<file path="config.mk">
export PLATFORM = sky130hd
export DESIGN_NAME = calendar_day_number_converter_top
export DESIGN_NICKNAME = d
export VERILOG_FILES = /design/src/rtl/cdn_pkg.sv /design/src/rtl/cdn_pipe_ctrl.sv /design/src/rtl/cdn_encode.sv /design/src/rtl/cdn_decode.sv /design/src/rtl/calendar_day_number_converter_top.sv
export VERILOG_INCLUDE_DIRS = /design/src /design/src/rtl
export SDC_FILE = /design/constraint.sdc
export NUM_CORES = 2
export LEC_CHECK = 0
export ABC_AREA = 1
export BUFFER_PORTS_ARGS = -buffer_cell sky130_fd_sc_hd__buf_2
export CAP_MARGIN = 40
export CORE_UTILIZATION = 59
export CTS_CLUSTER_DIAMETER = 80
export DETAILED_ROUTE_END_ITERATION = 10
export PLACE_DENSITY_LB_ADDON = 0.25
export SLEW_MARGIN = 20
export SYNTH_ARGS = -nofsm -noshare
export SYNTH_HDL_FRONTEND = slang
export SYNTH_HIERARCHICAL = 1
export SYNTH_SLANG_ARGS = --single-unit
</file>
<file path="constraint.sdc">
create_clock -name i_clk -period 5.5 [get_ports i_clk]
set_input_delay 0.55 -clock i_clk [delete_from_list [all_inputs] [get_ports i_clk]]
set_output_delay 0.55 -clock i_clk [all_outputs]
set_load 0.01 [all_outputs]
</file>
<file path="src/rtl/calendar_day_number_converter_top_defines.svh">
// Assertion macros shared by the calendar day-number converter RTL.
// No dependencies; included by the modules that carry assertions.
`ifndef CALENDAR_DAY_NUMBER_CONVERTER_TOP_DEFINES_SVH
`define CALENDAR_DAY_NUMBER_CONVERTER_TOP_DEFINES_SVH
`ifndef SYNTHESIS
`define CDN_ASSERT(lbl, clk, rst_n, prop, msg) \
    lbl: assert property (@(posedge clk) disable iff (!rst_n) prop) else $error(msg);
`define CDN_ASSERT_NR(lbl, clk, prop, msg) \
    lbl: assert property (@(posedge clk) prop) else $error(msg);
`else
`define CDN_ASSERT(lbl, clk, rst_n, prop, msg)
`define CDN_ASSERT_NR(lbl, clk, prop, msg)
`endif
`endif

</file>
<file path="src/rtl/cdn_pkg.sv">
// Package for the calendar day-number converter: widths, codes, constants,
// reciprocal multipliers and the month offset table. No dependencies.
`default_nettype none

package cdn_pkg;

    // Pipeline: stages 0..5 do the math, the last stage is the output register
    localparam int NUM_STAGES = 7;
    localparam int OUT_STAGE  = NUM_STAGES - 1;

    localparam int YEAR_W  = 14;
    localparam int MONTH_W = 4;
    localparam int DAY_W   = 5;
    localparam int HOUR_W  = 5;
    localparam int MIN_W   = 6;
    localparam int SEC_W   = 6;
    localparam int JDN_W   = 23;
    localparam int SOD_W   = 17;

    typedef enum logic [1:0] {
        ERR_NONE  = 2'd0,
        ERR_DATE  = 2'd1,
        ERR_TIME  = 2'd2,
        ERR_RANGE = 2'd3
    } t_err;

    localparam logic CMD_ENCODE = 1'b0;
    localparam logic CMD_DECODE = 1'b1;

    typedef struct packed {
        logic [NUM_STAGES-1:0] load;
        logic [NUM_STAGES-1:0] valid;
        logic [NUM_STAGES-1:0] cmd;
    } t_pipe_ctl;

    localparam logic [JDN_W-1:0]  JDN_MIN     = 23'd1721060;
    localparam logic [JDN_W-1:0]  JDN_MAX     = 23'd5373484;
    localparam logic [SOD_W-1:0]  SEC_PER_DAY = 17'd86400;
    localparam logic [YEAR_W-1:0] YEAR_MAX    = 14'd9999;

    localparam int YEAR_BIAS     = 4800;
    localparam int JDN_ENC_OFS   = 32045;
    localparam int JDN_DEC_OFS   = 32044;
    localparam int DAYS_PER_YEAR = 365;
    localparam int DAYS_PER_4Y   = 1461;
    localparam int DAYS_PER_400Y = 146097;
    localparam int MONTH_DIV     = 153;
    localparam int SEC_PER_HOUR  = 3600;
    localparam int SEC_PER_MIN   = 60;

    // floor(x / D) == (x * ceil(2^S / D)) >> S for x below 2^(S - ceil(log2 D))
    localparam int Q25_SHIFT = 15;
    localparam logic [63:0] Q25_MUL = ((64'd1 << Q25_SHIFT) + 64'd24) / 64'd25;
    localparam int Q25_W = $clog2(Q25_MUL + 64'd1);

    localparam int B_SHIFT = 43;
    localparam logic [63:0] B_MUL =
        ((64'd1 << B_SHIFT) + 64'(DAYS_PER_400Y) - 64'd1) / 64'(DAYS_PER_400Y);
    localparam int B_MUL_W = $clog2(B_MUL + 64'd1);

    localparam int D_SHIFT = 29;
    localparam logic [63:0] D_MUL =
        ((64'd1 << D_SHIFT) + 64'(DAYS_PER_4Y) - 64'd1) / 64'(DAYS_PER_4Y);
    localparam int D_MUL_W = $clog2(D_MUL + 64'd1);

    localparam int M_SHIFT = 19;
    localparam logic [63:0] M_MUL =
        ((64'd1 << M_SHIFT) + 64'(MONTH_DIV) - 64'd1) / 64'(MONTH_DIV);
    localparam int M_MUL_W = $clog2(M_MUL + 64'd1);

    localparam int H_SHIFT = 29;
    localparam logic [63:0] H_MUL =
        ((64'd1 << H_SHIFT) + 64'(SEC_PER_HOUR) - 64'd1) / 64'(SEC_PER_HOUR);
    localparam int H_MUL_W = $clog2(H_MUL + 64'd1);

    localparam int MI_SHIFT = 18;
    localparam logic [63:0] MI_MUL =
        ((64'd1 << MI_SHIFT) + 64'(SEC_PER_MIN) - 64'd1) / 64'(SEC_PER_MIN);
    localparam int MI_MUL_W = $clog2(MI_MUL + 64'd1);

    // (153 * m + 2) / 5 for March-based month index m
    function automatic logic [8:0] month_offset(input logic [3:0] m);
        logic [8:0] v;
        unique case (m)
            4'd0:    v = 9'd0;
            4'd1:    v = 9'd31;
            4'd2:    v = 9'd61;
            4'd3:    v = 9'd92;
            4'd4:    v = 9'd122;
            4'd5:    v = 9'd153;
            4'd6:    v = 9'd184;
            4'd7:    v = 9'd214;
            4'd8:    v = 9'd245;
            4'd9:    v = 9'd275;
            4'd10:   v = 9'd306;
            4'd11:   v = 9'd337;
            default: v = 9'd0;
        endcase
        return v;
    endfunction

endpackage

`default_nettype wire

</file>
<file path="src/rtl/cdn_pipe_ctrl.sv">
// Pipeline control: per-stage valid bits, load enables and command tags.
// Depends on cdn_pkg and the assertion macro header.
`default_nettype none
`include "calendar_day_number_converter_top_defines.svh"

module cdn_pipe_ctrl (
    input  wire logic              i_clk,
    input  wire logic              i_rst_n,
    input  wire logic              i_valid,
    input  wire logic              i_cmd,
    output logic                   o_ready,
    input  wire logic              i_ready,
    output cdn_pkg::t_pipe_ctl     o_ctl
);
    import cdn_pkg::*;

    logic [NUM_STAGES-1:0] r_valid;
    logic [NUM_STAGES-1:0] n_valid;
    logic [NUM_STAGES-1:0] r_cmd;
    logic [NUM_STAGES-1:0] w_load;

    // A stage takes new data when empty or when its contents move on
    always_comb begin
        w_load[OUT_STAGE] = !r_valid[OUT_STAGE] || i_ready;
        for (int k = OUT_STAGE - 1; k >= 0; k--) begin
            w_load[k] = !r_valid[k] || w_load[k+1];
        end
    end

    always_comb begin
        n_valid = r_valid;
        if (w_load[0]) begin
            n_valid[0] = i_valid;
        end
        for (int k = 1; k < NUM_STAGES; k++) begin
            if (w_load[k]) begin
                n_valid[k] = r_valid[k-1];
            end
        end
    end

    always_ff @(posedge i_clk) begin
        if (!i_rst_n) begin
            r_valid <= '0;
        end else begin
            r_valid <= n_valid;
        end
    end

    always_ff @(posedge i_clk) begin
        if (w_load[0]) begin
            r_cmd[0] <= i_cmd;
        end
        for (int k = 1; k < NUM_STAGES; k++) begin
            if (w_load[k]) begin
                r_cmd[k] <= r_cmd[k-1];
            end
        end
    end

    assign o_ready     = w_load[0];
    assign o_ctl.load  = w_load;
    assign o_ctl.valid = r_valid;
    assign o_ctl.cmd   = r_cmd;

    `CDN_ASSERT(a_accept_enters, i_clk, i_rst_n, i_valid && o_ready |=> r_valid[0], "accepted transaction not in first stage")
    `CDN_ASSERT(a_stall_holds, i_clk, i_rst_n, r_valid[1] && !w_load[1] |=> r_valid[1], "stalled stage lost its transaction")
    `CDN_ASSERT(a_moves_to_out, i_clk, i_rst_n, r_valid[OUT_STAGE-1] && w_load[OUT_STAGE] |=> r_valid[OUT_STAGE], "transaction dropped before output")
    `CDN_ASSERT_NR(a_reset_empties, i_clk, !i_rst_n |=> !r_valid[OUT_STAGE], "output valid after reset")

endmodule

`default_nettype wire

</file>
<file path="src/rtl/cdn_encode.sv">
// Encode datapath: date/time checks and Julian day number, six stages.
// Depends on cdn_pkg.
`default_nettype none

module cdn_encode (
    input  wire logic                          i_clk,
    input  wire logic [cdn_pkg::NUM_STAGES-1:0] i_load,
    input  wire logic [cdn_pkg::YEAR_W-1:0]    i_year,
    input  wire logic [cdn_pkg::MONTH_W-1:0]   i_month,
    input  wire logic [cdn_pkg::DAY_W-1:0]     i_day,
    input  wire logic [cdn_pkg::HOUR_W-1:0]    i_hour,
    input  wire logic [cdn_pkg::MIN_W-1:0]     i_minute,
    input  wire logic [cdn_pkg::SEC_W-1:0]     i_second,
    output logic [cdn_pkg::JDN_W-1:0]          o_day_number,
    output logic [cdn_pkg::SOD_W-1:0]          o_seconds_of_day,
    output cdn_pkg::t_err                      o_err
);
    import cdn_pkg::*;

    localparam int Y4_W    = YEAR_W - 2;
    localparam int YP_W    = Y4_W + Q25_W;
    localparam int YQ_W    = YP_W - Q25_SHIFT;
    localparam int YY_W    = 15;
    localparam int Q4_W    = YY_W - 2;
    localparam int Q4P_W   = Q4_W + Q25_W;
    localparam int Q100_W  = Q4P_W - Q25_SHIFT;
    localparam int SUM_W   = 24;
    localparam int DPART_W = 10;

    // stage 0: field checks, March-based year and month, time of day
    logic              w_march;
    logic [YY_W-1:0]   w_yy;
    logic [3:0]        w_mm;
    logic              w_thirty;
    logic              w_base_bad;
    logic              w_feb29;
    logic              w_time_bad;
    logic [SOD_W-1:0]  w_sod;
    logic [Y4_W-1:0]   w_y4;

    always_comb begin
        w_march  = (i_month <= 4'd2);
        w_yy     = YY_W'(i_year) + YY_W'(YEAR_BIAS) - YY_W'(w_march);
        w_mm     = w_march ? (i_month + 4'd9) : (i_month - 4'd3);
        w_thirty = (i_month == 4'd4) || (i_month == 4'd6) || (i_month == 4'd9)
                || (i_month == 4'd11);
        w_base_bad = (i_year > YEAR_MAX) || (i_month == 4'd0) || (i_month > 4'd12)
                  || (i_day == 5'd0) || (w_thirty && (i_day > 5'd30))
                  || ((i_month == 4'd2) && (i_day > 5'd29));
        w_feb29    = (i_month == 4'd2) && (i_day == 5'd29);
        w_time_bad = (i_hour > 5'd23) || (i_minute > 6'd59) || (i_second > 6'd59);
        w_sod = SOD_W'(i_hour) * SOD_W'(SEC_PER_HOUR) + SOD_W'(i_minute) * SOD_W'(SEC_PER_MIN)
              + SOD_W'(i_second);
        w_y4  = i_year[YEAR_W-1:2];
    end

    logic [YY_W-1:0]  r0_yy;
    logic [3:0]       r0_mm;
    logic [DAY_W-1:0] r0_day;
    logic [1:0]       r0_y_lo;
    logic [Y4_W-1:0]  r0_y4;
    logic [YP_W-1:0]  r0_yprod;
    logic             r0_base_bad;
    logic             r0_feb29;
    logic             r0_time_bad;
    logic [SOD_W-1:0] r0_sod;

    always_ff @(posedge i_clk) begin
        if (i_load[0]) begin
            r0_yy       <= w_yy;
            r0_mm       <= w_mm;
            r0_day      <= i_day;
            r0_y_lo     <= i_year[1:0];
            r0_y4       <= w_y4;
            r0_yprod    <= YP_W'(w_y4) * YP_W'(Q25_MUL);
            r0_base_bad <= w_base_bad;
            r0_feb29    <= w_feb29;
            r0_time_bad <= w_time_bad;
            r0_sod      <= w_sod;
        end
    end

    // stage 1: leap year, error code, day-count products
    logic [YQ_W-1:0] w_yq;
    logic            w_y100;
    logic            w_y400;
    logic            w_leap;
    logic            w_date_bad;
    t_err            w_err;

    always_comb begin
        w_yq   = r0_yprod[Q25_SHIFT +: YQ_W];
        w_y100 = (r0_y_lo == 2'd0) && (r0_y4 == Y4_W'(Y4_W'(w_yq) * Y4_W'(25)));
        w_y400 = w_y100 && (w_yq[1:0] == 2'd0);
        w_leap = (r0_y_lo == 2'd0) && (!w_y100 || w_y400);
        w_date_bad = r0_base_bad || (r0_feb29 && !w_leap);
        priority if (w_date_bad) begin
            w_err = ERR_DATE;
        end else if (r0_time_bad) begin
            w_err = ERR_TIME;
        end else begin
            w_err = ERR_NONE;
        end
    end

    t_err               r1_err;
    logic [SOD_W-1:0]   r1_sod;
    logic [SUM_W-1:0]   r1_p365;
    logic [Q4_W-1:0]    r1_q4;
    logic [Q4P_W-1:0]   r1_q4prod;
    logic [DPART_W-1:0] r1_dpart;

    always_ff @(posedge i_clk) begin
        if (i_load[1]) begin
            r1_err    <= w_err;
            r1_sod    <= r0_sod;
            r1_p365   <= SUM_W'(r0_yy) * SUM_W'(DAYS_PER_YEAR);
            r1_q4     <= r0_yy[YY_W-1:2];
            r1_q4prod <= Q4P_W'(r0_yy[YY_W-1:2]) * Q4P_W'(Q25_MUL);
            r1_dpart  <= DPART_W'(r0_day) + DPART_W'(month_offset(r0_mm));
        end
    end

    // stage 2: century corrections
    logic [Q100_W-1:0] w_q100;
    assign w_q100 = r1_q4prod[Q25_SHIFT +: Q100_W];

    t_err               r2_err;
    logic [SOD_W-1:0]   r2_sod;
    logic [SUM_W-1:0]   r2_sum;
    logic [DPART_W-1:0] r2_dpart;

    always_ff @(posedge i_clk) begin
        if (i_load[2]) begin
            r2_err   <= r1_err;
            r2_sod   <= r1_sod;
            r2_sum   <= r1_p365 + SUM_W'(r1_q4) - SUM_W'(w_q100) + SUM_W'(w_q100 >> 2);
            r2_dpart <= r1_dpart;
        end
    end

    // stage 3: final day number, results cleared on error
    logic [SUM_W-1:0] w_jdn;
    assign w_jdn = r2_sum + SUM_W'(r2_dpart) - SUM_W'(JDN_ENC_OFS);

    t_err             r3_err;
    logic [JDN_W-1:0] r3_jdn;
    logic [SOD_W-1:0] r3_sod;

    always_ff @(posedge i_clk) begin
        if (i_load[3]) begin
            r3_err <= r2_err;
            r3_jdn <= (r2_err == ERR_NONE) ? w_jdn[JDN_W-1:0] : '0;
            r3_sod <= (r2_err == ERR_NONE) ? r2_sod : '0;
        end
    end

    // stages 4 and 5: delay to match the decode path
    t_err             r4_err;
    logic [JDN_W-1:0] r4_jdn;
    logic [SOD_W-1:0] r4_sod;
    t_err             r5_err;
    logic [JDN_W-1:0] r5_jdn;
    logic [SOD_W-1:0] r5_sod;

    always_ff @(posedge i_clk) begin
        if (i_load[4]) begin
            r4_err <= r3_err;
            r4_jdn <= r3_jdn;
            r4_sod <= r3_sod;
        end
        if (i_load[5]) begin
            r5_err <= r4_err;
            r5_jdn <= r4_jdn;
            r5_sod <= r4_sod;
        end
    end

    assign o_day_number     = r5_jdn;
    assign o_seconds_of_day = r5_sod;
    assign o_err            = r5_err;

endmodule

`default_nettype wire

</file>
<file path="src/rtl/cdn_decode.sv">
// Decode datapath: day number to Gregorian date, seconds to time, six stages.
// Depends on cdn_pkg.
`default_nettype none

module cdn_decode (
    input  wire logic                           i_clk,
    input  wire logic [cdn_pkg::NUM_STAGES-1:0] i_load,
    input  wire logic [cdn_pkg::JDN_W-1:0]      i_day_number,
    input  wire logic [cdn_pkg::SOD_W-1:0]      i_seconds_of_day,
    output logic [cdn_pkg::YEAR_W-1:0]          o_year,
    output logic [cdn_pkg::MONTH_W-1:0]         o_month,
    output logic [cdn_pkg::DAY_W-1:0]           o_day,
    output logic [cdn_pkg::HOUR_W-1:0]          o_hour,
    output logic [cdn_pkg::MIN_W-1:0]           o_minute,
    output logic [cdn_pkg::SEC_W-1:0]           o_second,
    output cdn_pkg::t_err                       o_err
);
    import cdn_pkg::*;

    localparam int A_W    = JDN_W + 1;
    localparam int XB_W   = A_W + 2;
    localparam int PB_W   = XB_W + B_MUL_W;
    localparam int B_W    = 8;
    localparam int PH_W   = SOD_W + H_MUL_W;
    localparam int BP_W   = 26;
    localparam int C_W    = 16;
    localparam int REM_W  = 12;
    localparam int XD_W   = C_W + 2;
    localparam int PD_W   = XD_W + D_MUL_W;
    localparam int D_W    = 7;
    localparam int PMI_W  = REM_W + MI_MUL_W;
    localparam int DP_W   = 18;
    localparam int E_W    = 9;
    localparam int XM_W   = 12;
    localparam int PM_W   = XM_W + M_MUL_W;
    localparam int YF_W   = 16;

    // stage 0: range check, shifted day count
    t_err             r0_err;
    logic [A_W-1:0]   r0_a;
    logic [SOD_W-1:0] r0_sec;

    always_ff @(posedge i_clk) begin
        if (i_load[0]) begin
            r0_err <= ((i_day_number < JDN_MIN) || (i_day_number > JDN_MAX)
                       || (i_seconds_of_day >= SEC_PER_DAY)) ? ERR_RANGE : ERR_NONE;
            r0_a   <= A_W'(i_day_number) + A_W'(JDN_DEC_OFS);
            r0_sec <= i_seconds_of_day;
        end
    end

    // stage 1: century index, hour
    logic [PB_W-1:0] w_pb;
    logic [PH_W-1:0] w_ph;
    assign w_pb = PB_W'({r0_a, 2'b11}) * PB_W'(B_MUL);
    assign w_ph = PH_W'(r0_sec) * PH_W'(H_MUL);

    t_err              r1_err;
    logic [A_W-1:0]    r1_a;
    logic [B_W-1:0]    r1_b;
    logic [SOD_W-1:0]  r1_sec;
    logic [HOUR_W-1:0] r1_h;

    always_ff @(posedge i_clk) begin
        if (i_load[1]) begin
            r1_err <= r0_err;
            r1_a   <= r0_a;
            r1_b   <= w_pb[B_SHIFT +: B_W];
            r1_sec <= r0_sec;
            r1_h   <= w_ph[H_SHIFT +: HOUR_W];
        end
    end

    // stage 2: day within the century, seconds within the hour
    logic [BP_W-1:0]  w_bprod;
    logic [BP_W-1:0]  w_c;
    logic [SOD_W-1:0] w_rem;
    assign w_bprod = BP_W'(r1_b) * BP_W'(DAYS_PER_400Y);
    assign w_c     = BP_W'(r1_a) - (w_bprod >> 2);
    assign w_rem   = r1_sec - SOD_W'(r1_h) * SOD_W'(SEC_PER_HOUR);

    t_err              r2_err;
    logic [B_W-1:0]    r2_b;
    logic [C_W-1:0]    r2_c;
    logic [REM_W-1:0]  r2_rem;
    logic [HOUR_W-1:0] r2_h;

    always_ff @(posedge i_clk) begin
        if (i_load[2]) begin
            r2_err <= r1_err;
            r2_b   <= r1_b;
            r2_c   <= w_c[C_W-1:0];
            r2_rem <= w_rem[REM_W-1:0];
            r2_h   <= r1_h;
        end
    end

    // stage 3: year within the century, minute
    logic [PD_W-1:0]  w_pd;
    logic [PMI_W-1:0] w_pmi;
    assign w_pd  = PD_W'({r2_c, 2'b11}) * PD_W'(D_MUL);
    assign w_pmi = PMI_W'(r2_rem) * PMI_W'(MI_MUL);

    t_err              r3_err;
    logic [B_W-1:0]    r3_b;
    logic [C_W-1:0]    r3_c;
    logic [D_W-1:0]    r3_d;
    logic [REM_W-1:0]  r3_rem;
    logic [HOUR_W-1:0] r3_h;
    logic [MIN_W-1:0]  r3_mi;

    always_ff @(posedge i_clk) begin
        if (i_load[3]) begin
            r3_err <= r2_err;
            r3_b   <= r2_b;
            r3_c   <= r2_c;
            r3_d   <= w_pd[D_SHIFT +: D_W];
            r3_rem <= r2_rem;
            r3_h   <= r2_h;
            r3_mi  <= w_pmi[MI_SHIFT +: MIN_W];
        end
    end

    // stage 4: day of year from March, second
    logic [DP_W-1:0]  w_dprod;
    logic [C_W-1:0]   w_e;
    logic [REM_W-1:0] w_s;
    assign w_dprod = DP_W'(r3_d) * DP_W'(DAYS_PER_4Y);
    assign w_e     = r3_c - C_W'(w_dprod >> 2);
    assign w_s     = r3_rem - REM_W'(r3_mi) * REM_W'(SEC_PER_MIN);

    t_err              r4_err;
    logic [B_W-1:0]    r4_b;
    logic [D_W-1:0]    r4_d;
    logic [E_W-1:0]    r4_e;
    logic [HOUR_W-1:0] r4_h;
    logic [MIN_W-1:0]  r4_mi;
    logic [SEC_W-1:0]  r4_s;

    always_ff @(posedge i_clk) begin
        if (i_load[4]) begin
            r4_err <= r3_err;
            r4_b   <= r3_b;
            r4_d   <= r3_d;
            r4_e   <= w_e[E_W-1:0];
            r4_h   <= r3_h;
            r4_mi  <= r3_mi;
            r4_s   <= w_s[SEC_W-1:0];
        end
    end

    // stage 5: March-based month index
    logic [XM_W-1:0] w_xm;
    logic [PM_W-1:0] w_pm;
    assign w_xm = XM_W'(r4_e) * XM_W'(5) + XM_W'(2);
    assign w_pm = PM_W'(w_xm) * PM_W'(M_MUL);

    t_err              r5_err;
    logic [B_W-1:0]    r5_b;
    logic [D_W-1:0]    r5_d;
    logic [E_W-1:0]    r5_e;
    logic [3:0]        r5_m;
    logic [HOUR_W-1:0] r5_h;
    logic [MIN_W-1:0]  r5_mi;
    logic [SEC_W-1:0]  r5_s;

    always_ff @(posedge i_clk) begin
        if (i_load[5]) begin
            r5_err <= r4_err;
            r5_b   <= r4_b;
            r5_d   <= r4_d;
            r5_e   <= r4_e;
            r5_m   <= w_pm[M_SHIFT +: 4];
            r5_h   <= r4_h;
            r5_mi  <= r4_mi;
            r5_s   <= r4_s;
        end
    end

    // month index 10 and 11 are January and February of the next year
    logic            w_next_year;
    logic [YF_W-1:0] w_year;
    logic [E_W-1:0]  w_day;

    always_comb begin
        w_next_year = (r5_m >= 4'd10);
        w_year = YF_W'(r5_b) * YF_W'(100) + YF_W'(r5_d) + YF_W'(w_next_year)
               - YF_W'(YEAR_BIAS);
        w_day  = r5_e - month_offset(r5_m) + 9'd1;
    end

    assign o_year   = w_year[YEAR_W-1:0];
    assign o_month  = w_next_year ? (r5_m - 4'd9) : (r5_m + 4'd3);
    assign o_day    = w_day[DAY_W-1:0];
    assign o_hour   = r5_h;
    assign o_minute = r5_mi;
    assign o_second = r5_s;
    assign o_err    = r5_err;

endmodule

`default_nettype wire

</file>
<file path="src/rtl/calendar_day_number_converter_top.sv">
// Top level of the calendar day-number converter: pipeline control, encode
// and decode datapaths, output register. Depends on cdn_pkg, cdn_pipe_ctrl,
// cdn_encode, cdn_decode and the assertion macro header.
`default_nettype none
`include "calendar_day_number_converter_top_defines.svh"

// Converts Gregorian date and time to Julian day number and seconds of day
// (command 0) or back (command 1). Fully pipelined: a new transaction can be
// accepted every cycle unless a stall on the output has filled the stages.
// A result passes through seven register stages, six math stages
// (reciprocal multiplies on the decode side) plus the output register,
// the first of them loaded at acceptance.
// Stalls on the output back up stage by stage, so empty stages still accept.
// error_code: 0 ok, 1 bad date, 2 bad time, 3 decode input out of range; on
// any error all other result fields are zero, as are the fields that belong
// to the other command.
module calendar_day_number_converter_top (
    input  wire logic                         i_clk,
    input  wire logic                         i_rst_n,
    input  wire logic                         i_valid,
    output logic                              o_ready,
    input  wire logic                         i_command,
    input  wire logic [cdn_pkg::YEAR_W-1:0]   i_in_year,
    input  wire logic [cdn_pkg::MONTH_W-1:0]  i_in_month,
    input  wire logic [cdn_pkg::DAY_W-1:0]    i_in_day,
    input  wire logic [cdn_pkg::HOUR_W-1:0]   i_in_hour,
    input  wire logic [cdn_pkg::MIN_W-1:0]    i_in_minute,
    input  wire logic [cdn_pkg::SEC_W-1:0]    i_in_second,
    input  wire logic [cdn_pkg::JDN_W-1:0]    i_in_day_number,
    input  wire logic [cdn_pkg::SOD_W-1:0]    i_in_seconds_of_day,
    output logic                              o_valid,
    input  wire logic                         i_ready,
    output logic [cdn_pkg::JDN_W-1:0]         o_out_day_number,
    output logic [cdn_pkg::SOD_W-1:0]         o_out_seconds_of_day,
    output logic [cdn_pkg::YEAR_W-1:0]        o_out_year,
    output logic [cdn_pkg::MONTH_W-1:0]       o_out_month,
    output logic [cdn_pkg::DAY_W-1:0]         o_out_day,
    output logic [cdn_pkg::HOUR_W-1:0]        o_out_hour,
    output logic [cdn_pkg::MIN_W-1:0]         o_out_minute,
    output logic [cdn_pkg::SEC_W-1:0]         o_out_second,
    output logic [1:0]                        o_error_code
);
    import cdn_pkg::*;

    t_pipe_ctl w_ctl;

    cdn_pipe_ctrl u_ctrl (
        .i_clk   (i_clk),
        .i_rst_n (i_rst_n),
        .i_valid (i_valid),
        .i_cmd   (i_command),
        .o_ready (o_ready),
        .i_ready (i_ready),
        .o_ctl   (w_ctl)
    );

    logic [JDN_W-1:0] w_enc_jdn;
    logic [SOD_W-1:0] w_enc_sod;
    t_err             w_enc_err;

    cdn_encode u_encode (
        .i_clk            (i_clk),
        .i_load           (w_ctl.load),
        .i_year           (i_in_year),
        .i_month          (i_in_month),
        .i_day            (i_in_day),
        .i_hour           (i_in_hour),
        .i_minute         (i_in_minute),
        .i_second         (i_in_second),
        .o_day_number     (w_enc_jdn),
        .o_seconds_of_day (w_enc_sod),
        .o_err            (w_enc_err)
    );

    logic [YEAR_W-1:0]  w_dec_year;
    logic [MONTH_W-1:0] w_dec_month;
    logic [DAY_W-1:0]   w_dec_day;
    logic [HOUR_W-1:0]  w_dec_hour;
    logic [MIN_W-1:0]   w_dec_minute;
    logic [SEC_W-1:0]   w_dec_second;
    t_err               w_dec_err;

    cdn_decode u_decode (
        .i_clk            (i_clk),
        .i_load           (w_ctl.load),
        .i_day_number     (i_in_day_number),
        .i_seconds_of_day (i_in_seconds_of_day),
        .o_year           (w_dec_year),
        .o_month          (w_dec_month),
        .o_day            (w_dec_day),
        .o_hour           (w_dec_hour),
        .o_minute         (w_dec_minute),
        .o_second         (w_dec_second),
        .o_err            (w_dec_err)
    );

    logic               w_dec_sel;
    logic               w_dec_ok;
    logic [JDN_W-1:0]   r_jdn;
    logic [SOD_W-1:0]   r_sod;
    logic [YEAR_W-1:0]  r_year;
    logic [MONTH_W-1:0] r_month;
    logic [DAY_W-1:0]   r_day;
    logic [HOUR_W-1:0]  r_hour;
    logic [MIN_W-1:0]   r_minute;
    logic [SEC_W-1:0]   r_second;
    t_err               r_err;

    assign w_dec_sel = (w_ctl.cmd[OUT_STAGE-1] == CMD_DECODE);
    assign w_dec_ok  = w_dec_sel && (w_dec_err == ERR_NONE);

    always_ff @(posedge i_clk) begin
        if (w_ctl.load[OUT_STAGE]) begin
            r_jdn    <= w_dec_sel ? '0 : w_enc_jdn;
            r_sod    <= w_dec_sel ? '0 : w_enc_sod;
            r_year   <= w_dec_ok ? w_dec_year : '0;
            r_month  <= w_dec_ok ? w_dec_month : '0;
            r_day    <= w_dec_ok ? w_dec_day : '0;
            r_hour   <= w_dec_ok ? w_dec_hour : '0;
            r_minute <= w_dec_ok ? w_dec_minute : '0;
            r_second <= w_dec_ok ? w_dec_second : '0;
            r_err    <= w_dec_sel ? w_dec_err : w_enc_err;
        end
    end

    assign o_valid              = w_ctl.valid[OUT_STAGE];
    assign o_out_day_number     = r_jdn;
    assign o_out_seconds_of_day = r_sod;
    assign o_out_year           = r_year;
    assign o_out_month          = r_month;
    assign o_out_day            = r_day;
    assign o_out_hour           = r_hour;
    assign o_out_minute         = r_minute;
    assign o_out_second         = r_second;
    assign o_error_code         = r_err;

    `CDN_ASSERT(a_err_clears, i_clk, i_rst_n, o_valid && (o_error_code != ERR_NONE) |-> (o_out_day_number == '0) && (o_out_year == '0) && (o_out_month == '0), "error result carries data")
    `CDN_ASSERT(a_decode_no_jdn, i_clk, i_rst_n, o_valid && (o_out_month != '0) |-> (o_out_day_number == '0) && (o_out_seconds_of_day == '0), "decode result carries encode fields")
    `CDN_ASSERT(a_out_hold, i_clk, i_rst_n, o_valid && !i_ready |=> o_valid && $stable(o_error_code) && $stable(o_out_day_number), "stalled result changed")

endmodule

`default_nettype wire
</file>
# Yosys cells after proc, flatten, opt, wreduce, memory -nomap -nowiden
# Memories as Yosys holds them, arrays and structs flattened. A register that Yosys moved wholly into a read port is not among the register bits.
# Index checks and enable logic that the tools add are counted.
# W data, S select, Z words.
op_classes:
  n_mux: 8
  order_cmp: 12
  n_eq_ne: 7
  mul: 17
  addsub: 25
  n_reduce_logical: 44
op_table:
  columns: ["operator", "n"]
  rows:
  - ["$mul A26 B24 Y49 const B", 1]
  - ["$mul A12 B12 Y23 const B", 2]
  - ["$mul A18 B19 Y36 const B", 1]
  - ["$mul A17 B18 Y34 const B", 1]
  - ["$add A23 B15 Y24 const B", 1]
  - ["$mul A13 B11 Y24 const B", 1]
  - ["$mul A8 B5 Y12 const B", 2]
  - ["$add A23 B10 Y23", 1]
  - ["$add A23 B13 Y23", 1]
  - ["$add A23 B7 Y23", 1]
  - ["$gt A23 B23 Y1 const B", 1]
  - ["$lt A23 B21 Y1 const B", 1]
  - ["$mul A12 B11 Y23 const B", 1]
  - ["$mul A15 B9 Y23 const B", 1]
  - ["$sub A23 B15 Y23 const B", 1]
  - ["$sub A23 B9 Y23", 1]
  - ["$logic_or A1 B1 Y1", 21]
  - ["$mul A8 B18 Y18 const B", 1]
  - ["$add A17 B12 Y17", 1]
  - ["$add A17 B6 Y17", 1]
  - ["$ge A17 B17 Y1 const B", 1]
  - ["$mux W4", 4]
  - ["$sub A16 B16 Y16", 1]
  - ["$add A14 B13 Y15 const B", 1]
  - ["other kinds (39)", 64]
word_totals:
  mem_count: 2
  elab_cells: 201
  reg_bits: 701
  romBits: 288
  out_inout_bits: 84
memory_table:
  columns: ["name", "depth", "width", "read_ports", "rd_clocked_by_memory_dff", "wr", "line_no", "text"]
  rows:
  - ["(name not given)", 16, 9, 1, 1, 0, "cdn_pkg.sv:84", "unique case (m)"]
  - ["(name not given)", 16, 9, 1, 1, 0, "cdn_pkg.sv:84", null]

# Longest topological paths before layout
depth:
  word_depth: 9
  depth_mapped: 35

# Modules after synthesis
# The synthesis kept the hierarchy.
by_module_without_submodules:
  columns: ["module", "seq_area_each_um2", "area_per_inst_um2", "n_inst", "cells_per_inst"]
  rows:
  - ["cdn_decode", 7667.4, 39017.4, 1, 4058]
  - ["cdn_encode", 9729.3, 25399.4, 1, 2462]
  - ["calendar_day_number_converter_top", 2462.4, 3283.1, 1, 259]
  - ["cdn_pipe_ctrl", 350.3, 505.5, 1, 41]

# Worst setup path after synthesis
# No wires, ideal clock.
synth_path:
  kind: "register to register"
  from: "register u_decode.r4_e[1]"
  to: "register (tool-made name)"
  path_slack_ps: -519
  t_required_ps: 5387
  arrival_time_ps: 5906
  stages_incl_launch_ff: 26
  cell_sequence: "edfxtp_1 ha_1 ha_1 nand2_1 o21ai_0 a21oi_1 xnor2_1 ha_1 fa_1 fa_1 fa_1 inv_1 fa_1 inv_1 ha_1 a21o_1 a31o_2 a21oi_1 nand3_1 nand3_1 nand2_1 ha_1 inv_1 nand3_1 nand3_1 nand2_1"
synth_rtl:
  columns: ["item", "line_no", "text"]
  rows:
  - ["from (decl)", "cdn_decode.sv:135", "logic [E_W-1:0] r4_e;"]
  - ["from (signal assigned)", "cdn_decode.sv:145", "r4_e <= w_e[E_W-1:0];"]

==> flow_summary.yaml <==
finish:
  layout-drive-gt1-share: 0.139
  n_fill_cell: 8707
  multi_input_area_um2: 43200
  finalNonFillerCells: 8945
  nets: 9333
  areaGrowthSynthToFinish_pct: 14.4
  seq_area_um2: 20200
flow_run:
  drv_cap: 0
critical_path:
  crit_slowest_cell: "fa_1"
  critPathLaunchType: "flip-flop"
  crit_path_start: "u_decode/r4_e[3]$_DFFE_PP_"
  cp.required_ns: 6.06
  worstPathArrival_ns: 6.57
  crit_type: "flip-flop to flip-flop"
  cp_max_fo: 4
  endpoint_kind: "flip-flop"
  r2r_setup_slack_ns: -0.51
  crit_top_cell: "ha_4"
  r2r_start: "u_decode/r4_e[3]$_DFFE_PP_"
  reg2reg_depth: 32
  crit_path_max_incr_delay_ns: 0.53
clock_network:
  cts_tree: "built"
  cts.path.max_buffers: 3
  path_clk_slew_ns: 0.06
  cts_num_sinks: 679
  cts-root-buf: "clkbuf_16"
  clock_latency_ns: 0.69
  numCtsBuffers: 80
  cts.htree.levels: 3
  ctsHoldBuffers: 0
timing:
  final_critical_path_setup_slack_ns: -0.512
  fin_crit_sh: 1.09
  setup_violations: 15
  hold_viol: 0
  fin_crit_ns: 6.01
  max_freq_ghz: 0.166
  slew_headroom: 0.489
  finClkSkew_ns: 0.0533
  finalMaxSlewViolations: 0
  worst_pin_slew_ns: 0.767
  rsz0062_at_grt: "yes"
drt:
  vias: 46613
  drc: 44
  antenna_left: 0
  routed_via_density: 5.21
  first_pass_iters: 8
  post_drt_wl_per_cell_um: 16.7
  drt-initial-drc-count: 2447
  wl_um: 149000
synthesis:
  synth.cell_area_um2: 68200
  synth_warnings: 6
  syn_inst: 6819
  synth.avg_cell_area_um2: 10.0
  syn-num-nets: 8788
floorplanning:
  die_h_um: 342
  core.rowCount: 124
  ios: 169
  core_um2: 115000
  fp.dieW_um: 342
  initial_utilization: 0.595
  die_area_um2: 117000
hold_path:
  hold_path.class: "input pin to flip-flop"
  hp-start: "i_in_year[0]"
  holdPathEnd: "u_encode/r0_y_lo[0]$_DFFE_PP_"
  whs_path_depth: 1
place:
  place_inst: 8715
  dp_hpwl_um: 123000
  place_congestion: 0.964
  portBuffers: 168
global_routing:
  grt_max_degree: 107
  grt_pass1_vias: 48298
  grt_pass1_wl_um: 241000
  grt_overflow: 0
  antenna_found_initial: 3
  grt_use_total: 0.259
status:
  violations: "DRC, setup timing"
  status: "finished, violations left"
==> stage by stage <==
step | hold WS (ns) | cell area, um2 | TNS [ns] | utilization | setup WS, ns
after floorplan | 0.400 | 68500 | -0.340 | - | -0.133
after global placement | 0.400 | 72900 | -3.80 | 0.636 | -0.478
after detailed placement | 0.405 | 72900 | -5.10 | 0.637 | -0.585
after CTS | 0.0173 | 76800 | -2.47 | 0.671 | -0.359
after global routing | 0.0344 | 78000 | -6.72 | 0.681 | -0.781
final | 0.0576 | 78000 | -3.48 | 0.681 | -0.512
==> worst max-delay path: cells and delay by family, from the launching register on <==
| kind | cells | cell delay, ns |
|---|---|---|
| XOR/XNOR | 1 | 0.19 |
| buffers and inverters | 8 | 0.73 |
| flip-flops | 1 | 0.43 |
| AO/OA/AOI/OAI | 7 | 0.97 |
| AND/OR/NAND/NOR | 8 | 0.78 |
| adder cells (fa/ha/maj) | 8 | 2.77 |
==> repair_timing <==
item,CTS,global route
pin swaps,141,128
resized for setup,195,172
gates cloned,0,0
setup buffers,32,46
setup endpoints to repair,17,27
==> placed cells by master, fill, tap and decap left out, types with 16 or more instances in the layout <==
master / instances
a21o_1: 38
a21oi_1: 291
a21oi_2: 41
a31oi_1: 19
buf_2: 168
buf_4: 284
buf_6: 22
clkbuf_16: 80
dfxtp_1: 21
edfxtp_1: 658
fa_1: 653
ha_1: 1139
ha_4: 71
inv_1: 1708
inv_2: 45
nand2_1: 753
nand2_2: 52
nand3_1: 163
nand3_2: 16
nand4_1: 50
nor2_1: 317
nor2_2: 56
nor2_4: 17
nor3_1: 40
o21ai_0: 137
o21ai_1: 24
o21ai_2: 20
o21bai_1: 21
xnor2_1: 89
xor2_1: 148
==> layer usage <==
metal,global-route usage,wire length (um)
met5,0,0
met4,0.0778,4170
met3,0.0289,6540
met2,0.436,70700
met1,0.354,67600
==> worst max-delay path by stage <==
| stage | endpoint | cells after the start |
|---|---|---|
| 2_1_floorplan | flip-flop | 27 |
| 3_3_place_gp | flip-flop | 28 |
| 6_report | flip-flop | 32 |
| 5_1_grt | flip-flop | 34 |
| 4_1_cts | flip-flop | 27 |
| 3_5_place_dp | flip-flop | 30 |
==> flip-flops by register name, summed over array words and instances, names as in the netlist, 23 cells and up, named ones only <==
signal / cells
u_encode/o_day_number: 23
u_encode/r2_sum: 23
o_out_day_number: 23
u_encode/r4_jdn: 23
u_encode/r1_p365: 23
u_decode/r0_a: 24
u_encode/r3_jdn: 23
==> final cells by class <==
class                   instances  area share
clock buffers                  94      0.0265
repair buffers                479      0.0428
inverters                    1756      0.0846
flip-flops and latches        679       0.259
multi-input cells            4368       0.554
well taps                    1512      0.0243
diodes                          2   0.0000642
clock inverters                55     0.00863
Power is not shown: default switching activity piles up to over one toggle a cycle in this logic, so the estimate is an artifact.
